===== src/rtl/pngunf_pkg.sv =====
// ----------------------------------------------------------------------------
// PNG unfilter package
// Shared constants, command codes, job and configuration types, and helpers.
// ----------------------------------------------------------------------------
package pngunf_pkg;

   localparam int MAX_WIDTH       = 4096;
   localparam int ROW_STORE_BYTES = MAX_WIDTH * 4;
   localparam int STORE_AW        = $clog2(ROW_STORE_BYTES);
   localparam int PALETTE_ENTRIES = 256;
   localparam int PAL_AW          = $clog2(PALETTE_ENTRIES);
   localparam int QUEUE_DEPTH     = 4;
   localparam int QUEUE_AW        = $clog2(QUEUE_DEPTH);

   localparam logic [1:0] CMD_START   = 2'd0;
   localparam logic [1:0] CMD_PALETTE = 2'd1;
   localparam logic [1:0] CMD_BYTE    = 2'd2;

   localparam logic [2:0] FLT_NONE  = 3'd0;
   localparam logic [2:0] FLT_SUB   = 3'd1;
   localparam logic [2:0] FLT_UP    = 3'd2;
   localparam logic [2:0] FLT_AVG   = 3'd3;
   localparam logic [2:0] FLT_PAETH = 3'd4;

   localparam logic [2:0] CT_GRAY = 3'd0;
   localparam logic [2:0] CT_RGB  = 3'd2;
   localparam logic [2:0] CT_PAL  = 3'd3;
   localparam logic [2:0] CT_GA   = 3'd4;
   localparam logic [2:0] CT_RGBA = 3'd6;

   localparam logic [1:0] CSR_COLOR_TYPE  = 2'd0;
   localparam logic [1:0] CSR_BIT_DEPTH   = 2'd1;
   localparam logic [1:0] CSR_IMAGE_WIDTH = 2'd2;

   localparam logic [31:0] OPAQUE_BLACK = 32'hFF000000;

   typedef struct packed {
      logic [2:0]  ct;
      logic [3:0]  depth;
      logic [2:0]  ch;
      logic [12:0] width;
   } cfg_type;

   typedef struct packed {
      logic        is_pal_wr;
      logic        use_pal;
      logic        low_depth;
      logic [3:0]  depth;
      logic [7:0]  idx;
      logic [31:0] argb;
      logic [11:0] col;
      logic [3:0]  count;
      logic        row_end;
   } job_type;

   function automatic logic [7:0] paeth_pick(input logic [7:0] a, input logic [7:0] b,
                                             input logic [7:0] c);
      logic signed [10:0] p;
      logic signed [10:0] da;
      logic signed [10:0] db;
      logic signed [10:0] dc;
      p  = $signed({3'b000, a}) + $signed({3'b000, b}) - $signed({3'b000, c});
      da = p - $signed({3'b000, a});
      db = p - $signed({3'b000, b});
      dc = p - $signed({3'b000, c});
      if (da < 0) da = -da;
      if (db < 0) db = -db;
      if (dc < 0) dc = -dc;
      if (da <= db && da <= dc) return a;
      return (db <= dc) ? b : c;
   endfunction

   function automatic logic [7:0] expand_gray(input logic [7:0] v, input logic [3:0] depth);
      logic [7:0] g;
      case (depth)
         4'd1:    g = v[0] ? 8'hFF : 8'h00;
         4'd2:    g = {v[1:0], v[1:0], v[1:0], v[1:0]};
         4'd4:    g = {v[3:0], v[3:0]};
         default: g = v;
      endcase
      return g;
   endfunction

endpackage


===== src/rtl/pngunf_queue.sv =====
// ----------------------------------------------------------------------------
// PNG unfilter job queue
// Short first-in first-out queue of jobs between the front and back ends.
// ----------------------------------------------------------------------------
module pngunf_queue (
   input  logic                clock,
   input  logic                reset,
   input  logic                push,
   input  pngunf_pkg::job_type push_job,
   input  logic                pop,
   output pngunf_pkg::job_type head,
   output logic                not_empty,
   output logic                full
);

   localparam int CW = $clog2(pngunf_pkg::QUEUE_DEPTH + 1);

   pngunf_pkg::job_type slot_ff [pngunf_pkg::QUEUE_DEPTH];
   logic [pngunf_pkg::QUEUE_AW-1:0] wr_ff, wr_in, rd_ff, rd_in;
   logic [CW-1:0] cnt_ff, cnt_in;

   always_comb begin
      not_empty = cnt_ff != CW'(0);
      full      = cnt_ff == CW'(pngunf_pkg::QUEUE_DEPTH);
      head      = slot_ff[rd_ff];
      wr_in     = push ? wr_ff + 1'b1 : wr_ff;
      rd_in     = pop ? rd_ff + 1'b1 : rd_ff;
      cnt_in    = cnt_ff + CW'(push) - CW'(pop);
   end

   always_ff @(posedge clock) begin
      if (reset) begin
         wr_ff  <= '0;
         rd_ff  <= '0;
         cnt_ff <= '0;
      end else begin
         wr_ff  <= wr_in;
         rd_ff  <= rd_in;
         cnt_ff <= cnt_in;
      end
   end

   always_ff @(posedge clock) begin
      if (push) begin
         slot_ff[wr_ff] <= push_job;
      end
   end

   assert property (@(posedge clock) disable iff (reset) full |-> !push)
      else $error("push into a full queue");
   assert property (@(posedge clock) disable iff (reset) pop |-> not_empty)
      else $error("pop from an empty queue");

endmodule


===== config.mk =====
export PLATFORM = sky130hd
export DESIGN_NAME = pngunf_queue
export DESIGN_NICKNAME = d
export VERILOG_FILES = /design/src/rtl/pngunf_pkg.sv /design/src/rtl/pngunf_queue.sv
export SDC_FILE = /design/constraint.sdc
export NUM_CORES = 1
export LEC_CHECK = 0
export BUFFER_PORTS_ARGS = -buffer_cell sky130_fd_sc_hd__buf_2
export CAP_MARGIN = 20
export CORE_ASPECT_RATIO = 1.25
export CORE_UTILIZATION = 57
export CTS_CLUSTER_SIZE = 10
export DETAILED_ROUTE_END_ITERATION = 6
export PLACE_DENSITY_LB_ADDON = 0.12
export SETUP_SLACK_MARGIN = 0.05
export SKIP_LAST_GASP = 1
export SLEW_MARGIN = 40
export SYNTH_ARGS = -nofsm -noshare
export SYNTH_HDL_FRONTEND = slang
export SYNTH_SLANG_ARGS = --single-unit
export TNS_END_PERCENT = 30

===== constraint.sdc =====
create_clock -name clock -period 2.85 [get_ports clock]
set_input_delay 0.57 -clock clock [delete_from_list [all_inputs] [get_ports clock]]
set_output_delay 0.57 -clock clock [all_outputs]
set_load 0.01 [all_outputs]

==> impl_metrics.ini <==
[detailed_routing]
wl_per_cell_um = 20.6
vias = 4355
first_iter_violations = 249
detail_route.vias_per_cell = 5.54
wl_um = 16200
drc = 0
first_pass_iters = 4
postRouteAntennaNets = 0

[yosys]
synth_seq_cells = 265
yosysSeqAreaShare_pct = 80.7
syn-num-nets = 451
avgSynthCellArea_sq_um = 25.9
syn_area_sq_mm = 0.00975
syn_inst = 376
yosysWarnings = 0
synthDistinctLibCells = 22

[sta]
finalSetupViolations = 0
setup_tns_ps = 0
fmax_ghz = 0.385
period_share_pct = 91.2
hold_ws_ps = 262
worst_slack_ps = 251
finalHoldViolations = 0
rsz0062_at_grt = no
skew_ps = 8.26
drv_slew = 0
worst_slew_pin_slew_ps = 491
slew_headroom_pct = 67.3
period_needed_ps = 2600

[clock_tree]
clkTransAtPathRegs_ps = 50
clkLatencyLatePin_ps = 520
cts-resized-gates = 0
clockBufferDepth = 3
cts_tree = yes
ctsHtreeMaxLevel = 1
cts.sinks = 265
numCtsBuffers = 30
root_buffer = clkbuf_16
postCtsSetupBuffers = 0
cts_hold_buf = 0

[final_layout]
layout.nets = 614
drive_above_1_share_pct = 43.3
area_delta_synth_final_pct = 18.9

[place]
hpwl_um = 9610
routabilityCongestion = 0.702
io_buffer_count = 133
pre_cts_slack_ps = 739

[global_routing]
grt_max_degree = 41
globalRouteTotalUtil_pct = 18.6
grt-ovfl-total = 0
grt_pass1_vias = 4687
grt_pass1_wl_um = 24600
antenna_found_initial = 3

[floorplan]
die_w_um = 119
core_sq_mm = 0.0168
die_area_sq_mm = 0.0176
start_util_pct = 58.1
die_height_um = 148
floorplan.rows = 53
io_pins = 134

[worst_setup_path]
startpoint_type = register
required_ps = 2280
crit_arrival_ps = 2030
cp-end-kind = output port
worstSetupPathType = register to output port
path_max_fanout = 15

[worst_hold_path]
min_path_type = primary input to register

[run]
maxCapViolCount = 0

[pwr]
peakVddDrop_v = 0.000578
power.density_mw_per_mm2 = 751
p_leak_uw = 0.00395

[status]
status = complete, no violations
==> synthesized netlist by cell type <==
master	count	area share, %
a21bo_2	1	0.10
xor3_1	1	0.24
edfxtp_1	256	79
nor2_1	5	0.19
nor2b_1	2	0.13
buf_6	1	0.12
ha_1	6	0.77
clkbuf_2	1	0.051
mux4_1	4	1.1
inv_1	6	0.23
and2_1	4	0.26
and3_1	1	0.064
fa_1	1	0.21
buf_12	6	1.2
mux2i_1	1	0.10
xnor2_1	2	0.18
a21oi_1	1	0.051
mux4_2	60	14
or3_1	1	0.064
buf_2	6	0.31
nand3b_1	1	0.077
dfxtp_1	9	1.8
==> cell usage in the layout, fill, tap and decap left out, drive strengths merged, types with 3 or more instances in the layout <==
cell    instances
and2            4
buf           145
clkbuf         55
dfxtp           9
diode           3
edfxtp        256
ha              6
inv             6
mux4           64
nor2            5
==> through the flow <==
stage	total power, uW	cells	instance area [sq um]	utilization, %
floorplan	5140	376	9750	-
global placement	5430	727	10700	63.8
detailed placement	5460	727	10700	63.8
CTS	8800	783	11600	69.0
global route	9000	784	11600	69.0
finish	8710	786	11600	69.1
==> where the power goes <==
part / total [uW] / leakage, uW / switching, uW / internal, uW
registers: 4540 / 0.00243 / 55.7 / 4480
clock network: 3350 / 0.000411 / 1330 / 2020
logic: 823 / 0.00111 / 421 / 402
==> flip-flops by register name, summed over array words and instances, names as in the netlist, named ones only <==
| register | count |
|---|---|
| rd_ff | 2 |
| cnt_ff | 3 |
| wr_ff | 2 |
| slot_ff | 256 |
==> area by class of cell <==
type / instances / area [sq um]
repair buffers: 145 / 831
flip-flops and latches: 265 / 7880
multi-input cells: 91 / 1700
well taps: 220 / 275
clock buffers: 55 / 866
clock inverters: 1 / 7.51
fillers: 1094 / 5190
inverters: 6 / 22.5
diodes: 3 / 7.51
==> cell families after synthesis <==
| kind of cell | count (synthesis) | synth area share [%] |
|---|---|---|
| compound gates | 2 | 0.154 |
| xor+xnor | 3 | 0.423 |
| fa+ha+maj | 7 | 0.975 |
| buf+inv | 20 | 1.94 |
| flops | 265 | 80.7 |
| mux | 65 | 15.0 |
| simple gates | 14 | 0.783 |
==> critical path: stages (launching register included) <==
cell and delay [ps]:
dfxtp_4 430, buf_4 340, mux4_2 570, buf_2 160
==> per-layer routing <==
| metal | routed length [um] | GRT usage, % |
|---|---|---|
| met5 | 0 | 0 |
| met4 | 230 | 5.19 |
| met3 | 1020 | 4.37 |
| met2 | 8310 | 32.3 |
| met1 | 6620 | 23.7 |
==> final timing paths <==
check | from | to | slack, ps | cells past startpoint
setup / recovery | register | head[24] | 250 | 3
hold / removal | push_job[20] | slot_ff[1][20] | 260 | 1
setup reg to reg | cnt_ff[0] | cnt_ff[2] | 1110 | 7
hold reg to reg | rd_ff[1] | register | 550 | 2
Note: power is estimated with default switching activity, not from simulation.
